### src/hdl/ata_pkg.sv
//------------------------------------------------------------------------------
// ATA PIO sequencer package
// Shared types, bus codes and the bus access sequence generator.
//------------------------------------------------------------------------------
`default_nettype none

package ata_pkg;

    // Request types.
    localparam logic [2:0] REQ_READ  = 3'd0;
    localparam logic [2:0] REQ_WRITE = 3'd1;
    localparam logic [2:0] REQ_FLUSH = 3'd2;
    localparam logic [2:0] REQ_IDENT = 3'd3;
    localparam logic [2:0] REQ_RESP  = 3'd4;
    localparam logic [2:0] REQ_WWORD = 3'd5;

    // Bus operations.
    localparam logic [2:0] BUS_NONE  = 3'd0;
    localparam logic [2:0] BUS_BWR   = 3'd1;
    localparam logic [2:0] BUS_BRD   = 3'd2;
    localparam logic [2:0] BUS_WRD   = 3'd3;
    localparam logic [2:0] BUS_WWR   = 3'd4;

    // Outcomes.
    localparam logic [2:0] OUT_OK      = 3'd0;
    localparam logic [2:0] OUT_REJECT  = 3'd1;
    localparam logic [2:0] OUT_DEVERR  = 3'd2;
    localparam logic [2:0] OUT_TIMEOUT = 3'd3;
    localparam logic [2:0] OUT_NODEV   = 3'd4;

    // Ports.
    localparam logic [9:0] PORT_DATA   = 10'h1F0;
    localparam logic [9:0] PORT_COUNT  = 10'h1F2;
    localparam logic [9:0] PORT_LBA0   = 10'h1F3;
    localparam logic [9:0] PORT_LBA1   = 10'h1F4;
    localparam logic [9:0] PORT_LBA2   = 10'h1F5;
    localparam logic [9:0] PORT_DRIVE  = 10'h1F6;
    localparam logic [9:0] PORT_CMD    = 10'h1F7;
    localparam logic [9:0] PORT_CTRL   = 10'h3F6;

    // Command and status bytes.
    localparam logic [7:0]  CMD_READ   = 8'h20;
    localparam logic [7:0]  CMD_WRITE  = 8'h30;
    localparam logic [7:0]  CMD_FLUSH  = 8'hE7;
    localparam logic [7:0]  CMD_IDENT  = 8'hEC;
    localparam logic [7:0]  DRIVE_LBA  = 8'hE0;
    localparam int          ST_ERR     = 0;
    localparam int          ST_DRQ     = 3;
    localparam int          ST_BSY     = 7;
    localparam logic [31:0] LBA28_MAX  = 32'h0FFF_FFFF;
    localparam logic [23:0] POLL_RESET = 24'd1000000;

    typedef enum logic [2:0] {
        PH_IDLE,
        PH_PROBE,
        PH_WAIT_DRQ,
        PH_DATA_IN,
        PH_WRITE_DATA,
        PH_DISCARD,
        PH_WAIT_DONE
    } phase_t;

    typedef enum logic [2:0] {
        JOB_SINGLE,
        JOB_RW,
        JOB_FLUSH,
        JOB_IDENT,
        JOB_WWEND
    } job_kind_t;

    typedef struct packed {
        logic [2:0]  bus_op;
        logic [9:0]  bus_port;
        logic [15:0] bus_data;
        logic        host_word_valid;
        logic [15:0] host_word;
        logic        done_res;
        logic [2:0]  outcome;
        logic        last;
    } res_t;

    // One queued job: a fully formed result, or a burst that the back end
    // expands. Read/write bursts take their command, and write-end bursts their write word, from res.bus_data.
    typedef struct packed {
        job_kind_t   kind;
        res_t        res;
        logic [27:0] lba;
    } job_t;

    function automatic res_t bus_res(logic [2:0] op, logic [9:0] port, logic [15:0] val);
        res_t r;
        r = '0;
        r.bus_op = op;
        r.bus_port = port;
        r.bus_data = val;
        return r;
    endfunction

    // Index of the final result of a job.
    function automatic logic [2:0] job_end(job_kind_t k);
        logic [2:0] n;
        unique case (k)
            JOB_SINGLE: n = 3'd0;
            JOB_RW:     n = 3'd6;
            JOB_FLUSH:  n = 3'd2;
            JOB_IDENT:  n = 3'd7;
            JOB_WWEND:  n = 3'd1;
            default:    n = 3'd0;
        endcase
        return n;
    endfunction

    function automatic res_t job_res(job_t j, logic [2:0] step);
        res_t r;
        r = bus_res(BUS_BRD, PORT_CMD, 16'h0);
        unique case (j.kind)
            JOB_SINGLE: r = j.res;
            JOB_RW:
                unique case (step)
                    3'd0: r = bus_res(BUS_BWR, PORT_DRIVE, {8'h0, DRIVE_LBA | {4'h0, j.lba[27:24]}});
                    3'd1: r = bus_res(BUS_BWR, PORT_COUNT, 16'h1);
                    3'd2: r = bus_res(BUS_BWR, PORT_LBA0, {8'h0, j.lba[7:0]});
                    3'd3: r = bus_res(BUS_BWR, PORT_LBA1, {8'h0, j.lba[15:8]});
                    3'd4: r = bus_res(BUS_BWR, PORT_LBA2, {8'h0, j.lba[23:16]});
                    3'd5: r = bus_res(BUS_BWR, PORT_CMD, j.res.bus_data);
                    default: r = bus_res(BUS_BRD, PORT_CMD, 16'h0);
                endcase
            JOB_FLUSH:
                unique case (step)
                    3'd0: r = bus_res(BUS_BWR, PORT_DRIVE, {8'h0, DRIVE_LBA});
                    3'd1: r = bus_res(BUS_BWR, PORT_CMD, {8'h0, CMD_FLUSH});
                    default: r = bus_res(BUS_BRD, PORT_CMD, 16'h0);
                endcase
            JOB_IDENT:
                unique case (step)
                    3'd0: r = bus_res(BUS_BWR, PORT_CTRL, 16'h2);
                    3'd1: r = bus_res(BUS_BWR, PORT_DRIVE, {8'h0, DRIVE_LBA});
                    3'd2: r = bus_res(BUS_BWR, PORT_COUNT, 16'h0);
                    3'd3: r = bus_res(BUS_BWR, PORT_LBA0, 16'h0);
                    3'd4: r = bus_res(BUS_BWR, PORT_LBA1, 16'h0);
                    3'd5: r = bus_res(BUS_BWR, PORT_LBA2, 16'h0);
                    3'd6: r = bus_res(BUS_BWR, PORT_CMD, {8'h0, CMD_IDENT});
                    default: r = bus_res(BUS_BRD, PORT_CMD, 16'h0);
                endcase
            JOB_WWEND:
                if (step == 3'd0)
                begin
                    r = bus_res(BUS_WWR, PORT_DATA, j.res.bus_data);
                end
            default: r = j.res;
        endcase
        r.last = (step == job_end(j.kind));
        return r;
    endfunction

endpackage

`default_nettype wire

### src/hdl/ata_if.sv
//------------------------------------------------------------------------------
// ATA PIO sequencer channel interfaces
// Request, result and configuration channels with valid/ready handshakes.
//------------------------------------------------------------------------------
`default_nettype none

interface ata_req_if;
    logic        valid;
    logic        ready;
    logic [2:0]  req_type;
    logic [31:0] lba;
    logic [15:0] data;
    modport source (output valid, req_type, lba, data, input ready);
    modport sink   (input valid, req_type, lba, data, output ready);
endinterface

interface ata_res_if;
    logic        valid;
    logic        ready;
    logic [2:0]  bus_op;
    logic [9:0]  bus_port;
    logic [15:0] bus_data;
    logic        host_word_valid;
    logic [15:0] host_word;
    logic        done_res;
    logic [2:0]  outcome;
    logic        last;
    modport source (output valid, bus_op, bus_port, bus_data, host_word_valid, host_word,
                    done_res, outcome, last, input ready);
    modport sink   (input valid, bus_op, bus_port, bus_data, host_word_valid, host_word,
                    done_res, outcome, last, output ready);
endinterface

interface ata_cfg_if;
    logic        valid;
    logic        ready;
    logic [23:0] poll_limit;
    modport source (output valid, poll_limit, input ready);
    modport sink   (input valid, poll_limit, output ready);
endinterface

`default_nettype wire

### src/hdl/ata_pio_sector_sequencer.sv
//------------------------------------------------------------------------------
// ATA PIO LBA28 sector sequencer
// Host-side engine issuing task-file writes, status polls and data transfers.
//------------------------------------------------------------------------------
// Channel  Direction  Carries
// req      in         req_type, lba, data (commands, bus responses, host words)
// res      out        bus access, host word, completion and outcome
// cfg      in         poll_limit (status reads per wait before timeout)
//
// The front end takes one transfer per cycle while the job queue has room and
// updates the command state at once. The back end issues one result per cycle
// while the result side takes them, and a command's task-file job expands to at
// most eight results (identify: eight). Reset clears the state machine, the queue
// and the output valid flag and loads poll_limit with 1000000. A stalled result
// only holds the front once the four-entry queue fills.
//------------------------------------------------------------------------------
`default_nettype none

module ata_pio_sector_sequencer #(
    parameter int SECTOR_WORDS = 256
) (
    input  wire logic  clk,
    input  wire logic  rst_n,
    ata_req_if.sink    req,
    ata_res_if.source  res,
    ata_cfg_if.sink    cfg
);

    logic          q_full, q_push, q_pop, q_nempty;
    ata_pkg::job_t q_wr, q_rd;
    ata_pkg::res_t out_res;

    // Configuration writes are always taken.
    assign cfg.ready = 1'b1;

    ata_front #(
        .SECTOR_WORDS(SECTOR_WORDS)
    ) u_front (
        .clk           (clk),
        .rst_n         (rst_n),
        .req_valid     (req.valid),
        .req_ready     (req.ready),
        .req_type      (req.req_type),
        .lba           (req.lba),
        .data          (req.data),
        .cfg_valid     (cfg.valid),
        .cfg_poll_limit(cfg.poll_limit),
        .q_full        (q_full),
        .push          (q_push),
        .job           (q_wr)
    );

    ata_queue u_queue (
        .clk      (clk),
        .rst_n    (rst_n),
        .push     (q_push),
        .wr_job   (q_wr),
        .full     (q_full),
        .pop      (q_pop),
        .not_empty(q_nempty),
        .rd_job   (q_rd)
    );

    ata_back u_back (
        .clk      (clk),
        .rst_n    (rst_n),
        .q_valid  (q_nempty),
        .q_job    (q_rd),
        .pop      (q_pop),
        .out_valid(res.valid),
        .out_ready(res.ready),
        .out_res  (out_res)
    );

    assign res.bus_op          = out_res.bus_op;
    assign res.bus_port        = out_res.bus_port;
    assign res.bus_data        = out_res.bus_data;
    assign res.host_word_valid = out_res.host_word_valid;
    assign res.host_word       = out_res.host_word;
    assign res.done_res        = out_res.done_res;
    assign res.outcome         = out_res.outcome;
    assign res.last            = out_res.last;

endmodule

`default_nettype wire

### src/hdl/ata_front.sv
//------------------------------------------------------------------------------
// ATA PIO sequencer front end
// Accepts requests, runs the command state machine and queues bus jobs.
//------------------------------------------------------------------------------
`default_nettype none

module ata_front #(
    parameter int SECTOR_WORDS = 256
) (
    input  wire logic          clk,
    input  wire logic          rst_n,
    input  wire logic          req_valid,
    output logic               req_ready,
    input  wire logic [2:0]    req_type,
    input  wire logic [31:0]   lba,
    input  wire logic [15:0]   data,
    input  wire logic          cfg_valid,
    input  wire logic [23:0]   cfg_poll_limit,
    input  wire logic          q_full,
    output logic               push,
    output ata_pkg::job_t      job
);

    localparam int WI_W = $clog2(SECTOR_WORDS + 1);

    ata_pkg::phase_t phase_reg, phase_next;
    logic [1:0]      op_reg, op_next;
    logic [WI_W-1:0] wi_reg, wi_next, wi_inc;
    logic [23:0]     pc_reg, pc_next, pc_inc;
    logic [31:0]     cap_reg, cap_next, cap_upd;
    logic            rdy_reg, rdy_next;
    logic [23:0]     limit_reg;
    logic            acc, err, drq_ok, idle_ok, tmo;

    assign req_ready = !q_full;
    assign acc       = req_valid && !q_full;
    assign wi_inc    = wi_reg + 1'b1;
    assign pc_inc    = pc_reg + 1'b1;
    assign err       = data[ata_pkg::ST_ERR];
    assign idle_ok   = !data[ata_pkg::ST_BSY];
    assign drq_ok    = idle_ok && data[ata_pkg::ST_DRQ];
    assign tmo       = (pc_inc >= limit_reg);

    always_comb
    begin
        cap_upd = cap_reg;
        if (op_reg == ata_pkg::REQ_IDENT[1:0] && 32'(wi_reg) == 32'd60)
        begin
            cap_upd = {cap_reg[31:16], data};
        end
        if (op_reg == ata_pkg::REQ_IDENT[1:0] && 32'(wi_reg) == 32'd61)
        begin
            cap_upd = {data, cap_reg[15:0]};
        end
    end

    always_ff @(posedge clk or negedge rst_n)
    begin
        if (!rst_n)
        begin
            phase_reg <= ata_pkg::PH_IDLE;
            op_reg    <= '0;
            wi_reg    <= '0;
            pc_reg    <= '0;
            cap_reg   <= '0;
            rdy_reg   <= 1'b0;
            limit_reg <= ata_pkg::POLL_RESET;
        end
        else
        begin
            phase_reg <= phase_next;
            op_reg    <= op_next;
            wi_reg    <= wi_next;
            pc_reg    <= pc_next;
            cap_reg   <= cap_next;
            rdy_reg   <= rdy_next;
            if (cfg_valid)
            begin
                limit_reg <= cfg_poll_limit;
            end
        end
    end

    always_comb
    begin
        phase_next = phase_reg;
        op_next    = op_reg;
        wi_next    = wi_reg;
        pc_next    = pc_reg;
        cap_next   = cap_reg;
        rdy_next   = rdy_reg;
        push       = 1'b0;
        job        = '0;
        job.kind   = ata_pkg::JOB_SINGLE;
        job.lba    = lba[27:0];
        if (acc)
        begin
            if (req_type <= ata_pkg::REQ_IDENT)
            begin
                if (phase_reg == ata_pkg::PH_IDLE)
                begin
                    op_next = req_type[1:0];
                    push    = 1'b1;
                    unique case (req_type)
                        ata_pkg::REQ_READ, ata_pkg::REQ_WRITE:
                            if (!rdy_reg || lba >= cap_reg || lba > ata_pkg::LBA28_MAX)
                            begin
                                job.res.done_res = 1'b1;
                                job.res.outcome  = ata_pkg::OUT_REJECT;
                            end
                            else
                            begin
                                job.kind = ata_pkg::JOB_RW;
                                job.res.bus_data = {8'h0, (req_type == ata_pkg::REQ_READ) ?
                                                   ata_pkg::CMD_READ : ata_pkg::CMD_WRITE};
                                phase_next = ata_pkg::PH_WAIT_DRQ;
                                pc_next    = '0;
                            end
                        ata_pkg::REQ_FLUSH:
                            if (!rdy_reg)
                            begin
                                job.res.done_res = 1'b1;
                                job.res.outcome  = ata_pkg::OUT_REJECT;
                            end
                            else
                            begin
                                job.kind   = ata_pkg::JOB_FLUSH;
                                phase_next = ata_pkg::PH_WAIT_DONE;
                                pc_next    = '0;
                            end
                        default:
                        begin
                            job.kind   = ata_pkg::JOB_IDENT;
                            rdy_next   = 1'b0;
                            cap_next   = '0;
                            phase_next = ata_pkg::PH_PROBE;
                        end
                    endcase
                end
            end
            else if (req_type == ata_pkg::REQ_RESP)
            begin
                unique case (phase_reg)
                    ata_pkg::PH_PROBE:
                    begin
                        push = 1'b1;
                        if (data[7:0] == 8'h0)
                        begin
                            job.res.done_res = 1'b1;
                            job.res.outcome  = ata_pkg::OUT_NODEV;
                            phase_next = ata_pkg::PH_IDLE;
                        end
                        else
                        begin
                            job.res    = ata_pkg::bus_res(ata_pkg::BUS_BRD, ata_pkg::PORT_CMD, 16'h0);
                            phase_next = ata_pkg::PH_WAIT_DRQ;
                            pc_next    = '0;
                        end
                    end
                    ata_pkg::PH_WAIT_DRQ, ata_pkg::PH_WAIT_DONE:
                    begin
                        priority if (err)
                        begin
                            push = 1'b1;
                            job.res.done_res = 1'b1;
                            job.res.outcome  = ata_pkg::OUT_DEVERR;
                            phase_next = ata_pkg::PH_IDLE;
                        end
                        else if (phase_reg == ata_pkg::PH_WAIT_DRQ ? drq_ok : idle_ok)
                        begin
                            if (phase_reg == ata_pkg::PH_WAIT_DONE)
                            begin
                                push = 1'b1;
                                job.res.done_res = 1'b1;
                                job.res.outcome  = ata_pkg::OUT_OK;
                                phase_next = ata_pkg::PH_IDLE;
                            end
                            else
                            begin
                                wi_next = '0;
                                if (op_reg == ata_pkg::REQ_WRITE[1:0])
                                begin
                                    phase_next = ata_pkg::PH_WRITE_DATA;
                                end
                                else
                                begin
                                    push = 1'b1;
                                    job.res = ata_pkg::bus_res(ata_pkg::BUS_WRD,
                                                               ata_pkg::PORT_DATA, 16'h0);
                                    phase_next = ata_pkg::PH_DATA_IN;
                                end
                            end
                        end
                        else
                        begin
                            push    = 1'b1;
                            pc_next = pc_inc;
                            if (tmo)
                            begin
                                job.res.done_res = 1'b1;
                                job.res.outcome  = ata_pkg::OUT_TIMEOUT;
                                phase_next = ata_pkg::PH_IDLE;
                            end
                            else
                            begin
                                job.res = ata_pkg::bus_res(ata_pkg::BUS_BRD,
                                                           ata_pkg::PORT_CMD, 16'h0);
                            end
                        end
                    end
                    ata_pkg::PH_DATA_IN:
                    begin
                        push     = 1'b1;
                        wi_next  = wi_inc;
                        cap_next = cap_upd;
                        if (op_reg != ata_pkg::REQ_IDENT[1:0])
                        begin
                            job.res.host_word_valid = 1'b1;
                            job.res.host_word       = data;
                        end
                        if (wi_inc < WI_W'(SECTOR_WORDS))
                        begin
                            job.res.bus_op   = ata_pkg::BUS_WRD;
                            job.res.bus_port = ata_pkg::PORT_DATA;
                        end
                        else
                        begin
                            job.res.done_res = 1'b1;
                            if (op_reg == ata_pkg::REQ_IDENT[1:0])
                            begin
                                rdy_next = (cap_upd != 32'h0);
                                job.res.outcome = (cap_upd != 32'h0) ?
                                                  ata_pkg::OUT_OK : ata_pkg::OUT_NODEV;
                            end
                            phase_next = ata_pkg::PH_IDLE;
                        end
                    end
                    ata_pkg::PH_DISCARD:
                    begin
                        push       = 1'b1;
                        job.res    = ata_pkg::bus_res(ata_pkg::BUS_BRD, ata_pkg::PORT_CMD, 16'h0);
                        phase_next = ata_pkg::PH_WAIT_DONE;
                        pc_next    = '0;
                    end
                    default:
                    begin
                        push = 1'b0;
                    end
                endcase
            end
            else if (req_type == ata_pkg::REQ_WWORD && phase_reg == ata_pkg::PH_WRITE_DATA)
            begin
                push    = 1'b1;
                wi_next = wi_inc;
                job.res = ata_pkg::bus_res(ata_pkg::BUS_WWR, ata_pkg::PORT_DATA, data);
                if (wi_inc >= WI_W'(SECTOR_WORDS))
                begin
                    job.kind   = ata_pkg::JOB_WWEND;
                    phase_next = ata_pkg::PH_DISCARD;
                end
            end
        end
    end

endmodule

`default_nettype wire

### src/hdl/ata_queue.sv
//------------------------------------------------------------------------------
// ATA PIO sequencer job queue
// Small FIFO of jobs between the front end and the back end.
//------------------------------------------------------------------------------
`default_nettype none

module ata_queue (
    input  wire logic          clk,
    input  wire logic          rst_n,
    input  wire logic          push,
    input  wire ata_pkg::job_t wr_job,
    output logic               full,
    input  wire logic          pop,
    output logic               not_empty,
    output ata_pkg::job_t      rd_job
);

    localparam int DEPTH = 4;

    ata_pkg::job_t mem_reg [DEPTH];
    logic [1:0]    wp_reg, rp_reg;
    logic [2:0]    cnt_reg;

    assign full      = (cnt_reg == 3'(DEPTH));
    assign not_empty = (cnt_reg != 3'd0);
    assign rd_job    = mem_reg[rp_reg];

    always_ff @(posedge clk)
    begin
        if (push)
        begin
            mem_reg[wp_reg] <= wr_job;
        end
    end

    always_ff @(posedge clk or negedge rst_n)
    begin
        if (!rst_n)
        begin
            wp_reg  <= '0;
            rp_reg  <= '0;
            cnt_reg <= '0;
        end
        else
        begin
            if (push)
            begin
                wp_reg <= wp_reg + 1'b1;
            end
            if (pop)
            begin
                rp_reg <= rp_reg + 1'b1;
            end
            cnt_reg <= cnt_reg + 3'(push) - 3'(pop);
        end
    end

endmodule

`default_nettype wire

### src/hdl/ata_back.sv
//------------------------------------------------------------------------------
// ATA PIO sequencer back end
// Expands queued jobs into bus access results through an output register.
//------------------------------------------------------------------------------
`default_nettype none

module ata_back (
    input  wire logic          clk,
    input  wire logic          rst_n,
    input  wire logic          q_valid,
    input  wire ata_pkg::job_t q_job,
    output logic               pop,
    output logic               out_valid,
    input  wire logic          out_ready,
    output ata_pkg::res_t      out_res
);

    logic [2:0]    step_reg;
    logic          ov_reg;
    ata_pkg::res_t res_reg;
    logic          load;

    assign load      = q_valid && (!ov_reg || out_ready);
    assign pop       = load && (step_reg == ata_pkg::job_end(q_job.kind));
    assign out_valid = ov_reg;
    assign out_res   = res_reg;

    always_ff @(posedge clk)
    begin
        if (load)
        begin
            res_reg <= ata_pkg::job_res(q_job, step_reg);
        end
    end

    always_ff @(posedge clk or negedge rst_n)
    begin
        if (!rst_n)
        begin
            step_reg <= '0;
            ov_reg   <= 1'b0;
        end
        else
        begin
            if (load)
            begin
                ov_reg   <= 1'b1;
                step_reg <= pop ? 3'd0 : step_reg + 1'b1;
            end
            else if (out_ready)
            begin
                ov_reg <= 1'b0;
            end
        end
    end

endmodule

`default_nettype wire

### src/flat_wrapper.sv
// flat-port wrapper written by rule: the top's interface ports become plain ports
module ata_pio_sector_sequencer_flat 
#(
    parameter int SECTOR_WORDS = 256
)
  (clk, rst_n, req_valid, req_req_type, req_lba, req_data, req_ready, res_valid, res_bus_op, res_bus_port, res_bus_data, res_host_word_valid, res_host_word, res_done_res, res_outcome, res_last, res_ready, cfg_valid, cfg_poll_limit, cfg_ready);
  ata_req_if req_i ();
  ata_res_if res_i ();
  ata_cfg_if cfg_i ();
  input  wire logic clk;
  input  wire logic rst_n;
  input wire logic [$bits(req_i.valid)-1:0] req_valid;
  input wire logic [$bits(req_i.req_type)-1:0] req_req_type;
  input wire logic [$bits(req_i.lba)-1:0] req_lba;
  input wire logic [$bits(req_i.data)-1:0] req_data;
  output wire logic [$bits(req_i.ready)-1:0] req_ready;
  output wire logic [$bits(res_i.valid)-1:0] res_valid;
  output wire logic [$bits(res_i.bus_op)-1:0] res_bus_op;
  output wire logic [$bits(res_i.bus_port)-1:0] res_bus_port;
  output wire logic [$bits(res_i.bus_data)-1:0] res_bus_data;
  output wire logic [$bits(res_i.host_word_valid)-1:0] res_host_word_valid;
  output wire logic [$bits(res_i.host_word)-1:0] res_host_word;
  output wire logic [$bits(res_i.done_res)-1:0] res_done_res;
  output wire logic [$bits(res_i.outcome)-1:0] res_outcome;
  output wire logic [$bits(res_i.last)-1:0] res_last;
  input wire logic [$bits(res_i.ready)-1:0] res_ready;
  input wire logic [$bits(cfg_i.valid)-1:0] cfg_valid;
  input wire logic [$bits(cfg_i.poll_limit)-1:0] cfg_poll_limit;
  output wire logic [$bits(cfg_i.ready)-1:0] cfg_ready;
  assign req_i.valid = req_valid;
  assign req_i.req_type = req_req_type;
  assign req_i.lba = req_lba;
  assign req_i.data = req_data;
  assign req_ready = req_i.ready;
  assign res_valid = res_i.valid;
  assign res_bus_op = res_i.bus_op;
  assign res_bus_port = res_i.bus_port;
  assign res_bus_data = res_i.bus_data;
  assign res_host_word_valid = res_i.host_word_valid;
  assign res_host_word = res_i.host_word;
  assign res_done_res = res_i.done_res;
  assign res_outcome = res_i.outcome;
  assign res_last = res_i.last;
  assign res_i.ready = res_ready;
  assign cfg_i.valid = cfg_valid;
  assign cfg_i.poll_limit = cfg_poll_limit;
  assign cfg_ready = cfg_i.ready;
  ata_pio_sector_sequencer #(.SECTOR_WORDS(SECTOR_WORDS)) u_core (.clk(clk), .rst_n(rst_n), .req(req_i), .res(res_i), .cfg(cfg_i));
endmodule
### config.mk
export PLATFORM = sky130hd
export DESIGN_NAME = ata_pio_sector_sequencer_flat
export DESIGN_NICKNAME = d
export VERILOG_FILES = /design/src/hdl/ata_pkg.sv /design/src/hdl/ata_if.sv /design/src/hdl/ata_pio_sector_sequencer.sv /design/src/hdl/ata_front.sv /design/src/hdl/ata_queue.sv /design/src/hdl/ata_back.sv /design/src/flat_wrapper.sv
export SDC_FILE = /design/constraint.sdc
export NUM_CORES = 1
export LEC_CHECK = 0
export BUFFER_PORTS_ARGS = -buffer_cell sky130_fd_sc_hd__buf_4
export CAP_MARGIN = 20
export CORE_ASPECT_RATIO = 0.75
export CORE_MARGIN = 5
export CORE_UTILIZATION = 50
export CTS_CLUSTER_SIZE = 30
export DETAILED_ROUTE_END_ITERATION = 10
export GPL_ROUTABILITY_DRIVEN = 1
export HOLD_SLACK_MARGIN = 0.12
export PLACE_DENSITY = 0.66
export SLEW_MARGIN = 20
export SYNTH_ARGS = -nofsm -noshare
export SYNTH_HDL_FRONTEND = slang
export SYNTH_SLANG_ARGS = --single-unit
### constraint.sdc
create_clock -name clk -period 8.1 [get_ports clk]
set_input_delay 0.405 -clock clk [delete_from_list [all_inputs] [get_ports clk]]
set_output_delay 0.405 -clock clk [all_outputs]
set_load 0.01 [all_outputs]
==> metrics.txt, run 1 <==
final global-route overflow total=0; Main synth FF type=edfxtp_1; Skew-Pair Late Insertion Delay=0.57 ns; first-pass GRT wire length=76.1 mm; crit end category=flop; largest area contributor in the netlist=edfxtp_1; TritonCTS Sinks=444; die width=242 um; reg2reg end=u_core.u_queue.mem_reg[3][74]; maximum number of pins on one net before global-route repair=60; setup repair after global routing missed its margin=no; status=finished clean; max reg flops=292; IR drop worst, VDD=171 uV; skew final=0.0207 ns; # setup viols final=0; nets=1772; CTS Buf Count=45; worst path cell trace=ha_1, nand3_1, nor2_1, and3_1, nand3_1, xnor2_1, ha_1, nand4_1, or4_1, a21oi_1, nor4_1, o21ai_0, nand3b_1; Final Hold Fails=0; worst hold start=req_data[12]; Async SR Flop Fraction=23.9%; WP data arrival=4.72 ns; core area=0.0396 sq mm; 1st-iter DRT viols=1528; PortBufs=131; die area=0.0444 sq mm; Worst Path Required=8.36 ns; CTS Buffer Depth=3; cells after synthesis=1447; post-CTS sizing=0; fin crit share=55.0%; Synth Cell Area=0.0201 sq mm; CTS tree=yes; syn_nets=1599; min Tclk post-route=4.45 ns; count leader, synth=edfxtp_1; Post-synth top cells=338 x edfxtp_1, 112 x nand2_1, 99 x dfrtp_1; initial antenna violation count=2; Yosys warnings=0; drt via density=5.92; final max-slew violation count=0; Syn Area/Cell=13.9 sq um; Placer Congestion=0.917; Routed Antenna Nets=0; ranking of synthesized cells by area=edfxtp_1 50%, dfrtp_1 12%, mux4_2 8.1%, ha_1 4.4%, o21ai_0 2.4%; CP Launch Type=flop; reg2reg start=u_core.u_front.pc_reg[0]; Hold Crit Depth=2; 1st-pass router iterations=5; Synth Register Bits=444; All-Layer GR Usage=22.0%; dpl hpwl=32.3 mm; Crit path max-delay family=simple AND/OR/NAND/NOR gates; total power=7.09 mW; Cell variety after synth=75; layout cells sized above 1=19.9%; Clk pin slew, worst setup/hold paths=0.06 ns; htree depth=2; Ant. Diodes=0; Cell Area, Placed=0.0215 sq mm; register area share after synthesis=63.7%; vias in the first global route=12700; Hold Path Sink=u_core.u_front.cap_reg[12]; die height=184 um; worst hold path class=in -> reg; Pwr Density=301 mW/mm^2; Root Driver=clkbuf_16; Cell Rows=63; Crit Path Class=reg -> reg; Max-slew headroom=26.4%; Buf/Inv on CP=0; Worst path max stage delay=0.54 ns; Initial Utilization=50.7%; total number of vias=12900; actual slew at the worst max-slew pin=1.10 ns; post-route cell area=0.0235 sq mm; leakage power=8.77 nW; fmax=0.224 GHz; Worst Setup SP=u_core.u_front.pc_reg[0]; Routed WL=49.2 mm; Worst Reg-to-Reg Cells=13; Synth top area share=50.5%; Max Cap Viol=0; Hold Buf Count CTS=53; TNS Setup=0 ns; EDFF count, synth=338; flop-to-flop setup slack=3.65 ns; WL/cell=22.6 um; CP max FO=8; IO Pins=134; DRC=0; # Post-CTS Setup Buffers=0; Area Overhead vs Synth=17.0%; cell at the slowest stage of the critical path=o21ai_0
-- cell type report --
cell class / count / area (sq um)
inverters: 81 / 304
multi-input cells: 851 / 6700
well taps: 520 / 651
clock inverters: 27 / 223
fillers: 3053 / 16100
flip-flops and latches: 444 / 12800
repair buffers: 197 / 1610
clock buffers: 57 / 1220
-- through the flow --
stage	utilization [%]	setup slack, ns	hold WS (ns)	instances
2_1_floorplan	-	4.13	0.109	1447
3_3_place_gp	54.3	3.88	0.486	2040
3_5_place_dp	54.3	3.77	0.496	2040
4_1_cts	59.3	3.73	0.128	2177
5_1_grt	59.3	3.39	0.134	2177
6_report	59.3	3.65	0.141	2177
-- cell usage in the layout (no fill, tap or decap), drive strengths merged, types with 5 or more instances in the layout --
cell / instances
a22o: 39
nand2: 112
xnor2: 16
ha: 71
mux2: 9
nor2: 69
edfxtp: 338
and3: 16
o31ai: 6
buf: 144
inv: 82
o22ai: 5
dlygate4sd3: 53
and2: 44
clkbuf: 57
a22oi: 8
dfstp: 7
o21ai: 101
clkinvlp: 5
nor2b: 35
nor4: 15
or4: 5
a21oi: 57
clkinv: 20
nand3: 39
nand3b: 5
nand4: 13
xor2: 13
nand2b: 7
dfrtp: 99
mux4: 72
nor3: 19
a221oi: 6
a31oi: 9
-- routing by layer --
layer  share of wire [%]  track usage, %  wire (um)  vias up
met5                   0               0          0        -
met1                  46            34.1      22500     6478
met4                 1.9            4.59        931        0
li1                    -               -          -     5821
met2                  45            33.5      22100      529
met3                 7.3            3.39       3610       69
-- power by group --
part | switching (mW) | internal (mW)
Combinational | 1.13 | 0.889
Clock | 0.906 | 1.12
Sequential | 0.213 | 2.84
-- worst max-delay path by stage --
stage,to,slack (ns),cells after the start
after floorplan,u_core.u_queue.mem_reg[0][0],4.13,8
after global placement,u_core.u_queue.mem_reg[0][74],3.88,13
after detailed placement,u_core.u_queue.mem_reg[3][74],3.77,13
after CTS,u_core.u_queue.mem_reg[3][74],3.73,13
after global routing,u_core.u_queue.mem_reg[3][74],3.39,13
final,u_core.u_queue.mem_reg[3][74],3.65,13
-- cell families (layout without fill, tap and decap cells) --
kind of cell / Yosys count / count (layout) / share of synthesized area [%]
flip-flops: 444 / 444 / 63.7
XOR/XNOR: 29 / 29 / 1.26
adder cells (fa/ha/maj): 72 / 72 / 4.52
AO/OA/AOI/OAI: 271 / 271 / 8.66
AND/OR/NAND/NOR: 392 / 392 / 9.87
other: 2 / 2 / 0.0374
buffers and inverters: 152 / 362 / 3.15
multiplexers: 85 / 85 / 8.77
No activity file was read; power rests on OpenSTA's default activity.
==> run 2: changes to the inputs <==
Clock period 8.1 ns to 4.6 ns, I/O delays scaled along.
==> run 2 against run 1 <==
Compared with the run above:
- sequential power up 74%
- maximum frequency rose by 6.5%
- count of clock-buffer cells in the layout is 2 higher
- sequential share of layout area is 0.97 points lower
- hold slack lost 0.0058 ns
- clock power increased by 79%
- critical endpoint unchanged
==> metrics.txt, run 2 (synthesis gave the netlist of run 1 again) <==
Routed Antenna Nets=0 (unchanged); total power=12.7 mW (+79%); dpl hpwl=32.4 mm (+0.25%); reg2reg start=u_core.u_front.pc_reg[0]; WL/cell=22.4 um (-1.0%); Pwr Density=529 mW/mm^2 (+75%); worst path cell trace=ha_1, nand3_1, nor2_1, and3_1, nand3_1, xnor2_1, ha_1, nand4_1, or4_1, a21oi_1, nor4_1, o21ai_0, nand3b_1; Clk pwr share=28.8% (+0.2 points); Finished Layout Cells=2216 (+1.8%); worst hold margin=0.135 ns (-0.00577 ns); nets=1812 (+2.3%); Comb pwr share=29.2% (+0.8 points); Crit path max-delay family=simple AND/OR/NAND/NOR gates; die height=184 um (unchanged); sw frac=31.2% (-0.48 points); TritonCTS Sinks=444 (unchanged); Area Overhead vs Synth=19.2%; setup slack after layout=0.416 ns (-3.23 ns); total number of vias=12900 (+0.40%); Hold Path Sink=u_core.u_front.limit_reg[10]; CP max FO=8 (unchanged); sequential power share=42.0% (-1.0 points); Max Cap Viol=0 (unchanged); most common cell after layout, fill and taps aside=edfxtp_1; flop-to-flop setup slack=0.42 ns (-3.23 ns); All-Layer GR Usage=22.1% (+0.071 points); vias in the first global route=13100 (+2.7%); Cell Int Power=8.71 mW (+80%); TNS Setup=0 ns (unchanged); actual slew at the worst max-slew pin=0.996 ns (-0.103 ns); Crit Path Class=reg -> reg; 1st-iter DRT viols=1108 (-27%); post-CTS sizing=0 (unchanged); maximum number of pins on one net before global-route repair=72 (+20%); reg2reg end=u_core.u_queue.mem_reg[3][74]; Worst Setup SP=u_core.u_front.pc_reg[0]; Worst path max stage delay=0.48 ns (-0.06 ns); fin crit share=91.0% (+36 points); pre-CTS setup slack=0.484 ns (-3.28 ns); Clk pin slew, worst setup/hold paths=0.07 ns (about the same); Cells after DPL=2049 (+0.44%); CTS Buffer Depth=3 (unchanged); die area=0.0444 sq mm (unchanged); status=finished clean; worst hold start=cfg_valid; setup repair after global routing missed its margin=no; die width=242 um (unchanged); Buf/Inv on CP=0 (unchanged); skew final=0.0198 ns (-0.000858 ns); Cell Rows=63 (unchanged); # Post-CTS Setup Buffers=0 (unchanged); CTS Buf Count=44 (-2.2%); net switching power=3.95 mW (+76%); worst hold path class=in -> reg; Initial Utilization=50.7% (unchanged); IR drop worst, VDD=383 uV (+120%); Hold Crit Depth=2 (unchanged); Ant. Diodes=0 (unchanged); Root Driver=clkbuf_16; CTS tree=yes; WP data arrival=4.43 ns (-0.29 ns); # setup viols final=0 (unchanged); Placer Congestion=0.886 (-3.4%); initial antenna violation count=0 (-2); Routed WL=49.6 mm (+0.77%); final max-slew violation count=0 (unchanged); crit end category=flop; Worst Path Required=4.84 ns (-3.52 ns); 1st-pass router iterations=6 (+1); min Tclk post-route=4.18 ns (-0.271 ns); commonest cells after routing, fill and taps aside=338 x edfxtp_1, 153 x buf_4, 112 x nand2_1; Skew-Pair Late Insertion Delay=0.55 ns (-0.02 ns); final global-route overflow total=0 (unchanged); DRC=0 (unchanged); drt via density=5.84 (-1.4%); core area=0.0396 sq mm (unchanged); first-pass GRT wire length=76.6 mm (+0.71%); Final Hold Fails=0 (unchanged); htree depth=2 (unchanged); leakage power=8.95 nW (+2.1%); cell at the slowest stage of the critical path=or4_1; Max-slew headroom=33.6% (+7.1 points); CP Launch Type=flop; PortBufs=131 (unchanged); layout cells sized above 1=20.0% (+0.073 points); Worst Reg-to-Reg Cells=13 (unchanged); max reg flops=292 (unchanged); fmax=0.239 GHz (+6.5%); IO Pins=134 (unchanged)
[run 2: final cells by class]
class,instances,area [sq um]
Clock inverter,23,199
Sequential cell,444,12800
Multi-Input combinational cell,851,6690
Timing Repair Buffer,238,2000
Tap cell,520,651
Fill cell,3037,15700
Inverter,81,304
Clock buffer,59,1290
[run 2: worst register-to-register path, stage by stage (launching register included)]
cell	delay [ns]
dfrtp_1	0.40
ha_1	0.24
nand3_1	0.13
nor2_1	0.40
and3_1	0.43
nand3_1	0.14
xnor2_1	0.17
ha_1	0.33
nand4_1	0.16
or4_1	0.48
a21oi_1	0.32
nor4_1	0.09
o21ai_0	0.38
nand3b_1	0.20
[run 2: per-stage QoR]
step / cell area (sq um) / utilization, %
final: 24000 / 60.4
after global routing: 24000 / 60.4
after CTS: 23900 / 60.4
after detailed placement: 21600 / 54.5
after global placement: 21600 / 54.5
after floorplan: 20100 / -
[run 2: how the worst max path moves through the flow]
stage	end	depth (start not counted)
2_1_floorplan	u_core.u_queue.mem_reg[0][0]	8
3_3_place_gp	u_core.u_queue.mem_reg[1][74]	13
3_5_place_dp	u_core.u_queue.mem_reg[3][74]	13
4_1_cts	u_core.u_queue.mem_reg[3][74]	13
5_1_grt	u_core.u_queue.mem_reg[1][74]	13
6_report	u_core.u_queue.mem_reg[3][74]	13
[run 2: routing by layer]
layer	vias to the layer above	routed length, um	global-route usage [%]
li1	5902	-	-
met4	0	830	4.15
met3	73	3550	4.06
met1	6482	22500	32.8
met5	-	0	0
met2	492	22700	35.0
[run 2: power groups by stage]
stage               clock network, mW  logic [mW]  registers [mW]
global placement                    0        3.62            5.38
detailed placement                  0        3.66            5.39
floorplan                           0        2.35            5.34
CTS                              3.70        3.73            5.32
finish                           3.64        3.70            5.32
global route                     3.85        4.03            5.38
[run 2: repair_timing]
action                                  CTS  global route
endpoints found under the setup margin    0             0
hold endpoints to repair                249             0
hold buffers                             85             0
==> run 3: changes to the inputs <==
Clock period 4.6 ns to 4.8 ns, I/O delays scaled along.
==> run 3 against run 2 <==
Compared with the run above:
- flip-flop and latch count is the same
- die area unchanged
- maximum frequency up 3.4%
- largest power group unchanged
- highest routed layer unchanged
==> metrics.txt, run 3 (synthesis gave the netlist of run 1 again) <==
Skew-Pair Late Insertion Delay=0.57 ns (+0.02 ns); initial antenna violation count=0 (unchanged); sequential power share=41.8% (-0.2 points); max reg flops=292 (unchanged); total number of vias=12900 (-0.65%); CTS tree=yes; met1 usage=32.6% (-0.27 points); layout cells sized above 1=19.4% (-0.57 points); status=finished clean; Comb pwr share=28.7% (-0.5 points); reg2reg start=u_core.u_front.pc_reg[0]; Cell Int Power=8.43 mW (-3.2%); 1st-iter DRT viols=1234 (+11%); final global-route overflow total=0 (unchanged); All-Layer GR Usage=22.3% (+0.27 points); Max-slew headroom=26.0% (-7.6 points); sw frac=31.2% (+0.042 points); IO Pins=134 (unchanged); die area=0.0444 sq mm (unchanged); maximum number of pins on one net before global-route repair=67 (-6.9%); TNS Setup=0 ns (unchanged); CTS Buffer Depth=3 (unchanged); drt via density=5.81 (-0.56%); setup slack after layout=0.755 ns (+0.339 ns); vias in the first global route=13000 (-0.15%); Max Cap Viol=0 (unchanged); Pwr Density=510 mW/mm^2 (-3.6%); PortBufs=131 (unchanged); Ant. Diodes=0 (unchanged); setup repair after global routing missed its margin=no; pre-CTS setup slack=0.772 ns (+0.288 ns); Final Hold Fails=0 (unchanged); WL/cell=22.4 um (+0.27%); crit end category=flop; fmax=0.247 GHz (+3.4%); worst hold path class=in -> reg; Initial Utilization=50.7% (unchanged); net switching power=3.83 mW (-3.0%); htree depth=2 (unchanged); die height=184 um (unchanged); commonest cells after routing, fill and taps aside=338 x edfxtp_1, 145 x buf_4, 112 x nand2_1; WP data arrival=4.31 ns (-0.12 ns); min Tclk post-route=4.05 ns (-0.139 ns); 1st-pass router iterations=5 (-1); Crit Path Class=reg -> reg; met3 Track Usage GR=5.77% (+1.7 points); busiest grt layer=met2; IR drop worst, VDD=442 uV (+15%); dpl hpwl=32.7 mm (+0.85%); nets=1813 (+0.055%); # setup viols final=0 (unchanged); most common cell after layout, fill and taps aside=edfxtp_1; Placer Congestion=0.896 (+1.2%); fin crit share=84.3% (-6.7 points); GRT met2 Usage=34.2% (-0.79 points); CTS Buf Count=44 (unchanged); Worst Setup SP=u_core.u_front.pc_reg[0]; TritonCTS Sinks=444 (unchanged); CP Launch Type=flop; # Post-CTS Setup Buffers=0 (unchanged); Root Driver=clkbuf_16; leakage power=8.99 nW (+0.36%); Routed WL=49.7 mm (+0.18%); actual slew at the worst max-slew pin=1.11 ns (+0.110 ns); CP max FO=8 (unchanged); Clk pin slew, worst setup/hold paths=0.07 ns (about the same); die width=242 um (unchanged); Cell Rows=63 (unchanged); DRC=0 (unchanged); first-pass GRT wire length=77.3 mm (+0.96%); Clk pwr share=29.4% (+0.6 points); Worst Path Required=5.07 ns (+0.23 ns); final max-slew violation count=0 (unchanged); Area Overhead vs Synth=19.7%; skew final=0.0286 ns (+0.00873 ns); worst hold start=cfg_valid; core area=0.0396 sq mm (unchanged); Routed Antenna Nets=0 (unchanged)
==> run 3: cell count changes in the layout (fill, tap and decap cells not counted), sizes merged <==
| cell | before | now |
|---|---|---|
| clkbuf | 59 | 53 |
| inv | 81 | 85 |
| bufinv | 2 | 5 |
| clkinvlp | 6 | 2 |
| dlygate4sd3 | 85 | 90 |
| buf | 153 | 149 |
==> run 3: layout make-up <==
type                            count  area, sq um
Clock buffer                       53         1210
Clock inverter                     26          322
Timing Repair Buffer              239         2070
Tap cell                          520          651
Inverter                           81          304
Multi-Input combinational cell    851         6690
Fill cell                        3036        15600
Sequential cell                   444        12800
==> run 3: power by group through the flow <==
stage | clock (mW) | sequential [mW] | combinational, mW
floorplan | 0 | 5.12 | 2.25
global placement | 0 | 5.19 | 3.43
detailed placement | 0 | 5.21 | 3.48
CTS | 3.67 | 5.13 | 3.56
global route | 3.83 | 5.19 | 3.83
finish | 3.61 | 5.13 | 3.52
==> run 3: path summary, 6_finish.rpt <==
check | cells after the start | endpoint | slack [ns]
setup / recovery | 13 | u_core.u_queue.mem_reg[3][74] | 0.75
hold / removal | 3 | u_core.u_front.limit_reg[2] | 0.15
setup reg to reg | 13 | u_core.u_queue.mem_reg[3][74] | 0.75
hold reg to reg | 1 | u_core.u_front.wi_reg[7] | 0.51
max in group asynchronous | 3 | u_core.u_queue.rp_reg[1] | 3.29
min in group asynchronous | 2 | u_core.u_front.limit_reg[3] | 0.34
==> run 3: layer usage <==
layer  vias to the layer above  share of wire [%]
met5                         -                  0
met4                         0                2.1
met3                        68                8.0
met2                       439                 45
met1                      6453                 45
li1                       5905                  -
==> run 3: metrics by stage <==
step	hold WS (ns)	cell area, sq um	power (mW)	instances	utilization (%)
6_report	0.148	24100	12.3	2214	60.7
5_1_grt	0.165	24100	12.9	2214	60.7
4_1_cts	0.124	24100	12.4	2214	60.7
3_5_place_dp	0.413	21600	8.69	2045	54.5
3_3_place_gp	0.409	21600	8.62	2045	54.5
2_1_floorplan	-0.0556	20100	7.37	1447	-
==> run 3: worst max-delay path: stages, from the launching register on <==
cell and delay [ns]:
dfrtp_1 0.40, ha_1 0.24, nand3_1 0.12, nor2_1 0.36, and3_1 0.41, nand3_1 0.15
xnor2_1 0.17, ha_1 0.33, nand4_1 0.16, or4_1 0.49, a21oi_1 0.30, nor4_1 0.09
o21ai_0 0.34, nand3b_1 0.18
==> run 3: what timing repair did <==
item,in CTS,in global routing
hold buffers,90,0
resized for setup,0,0
endpoints found under the hold margin,255,0
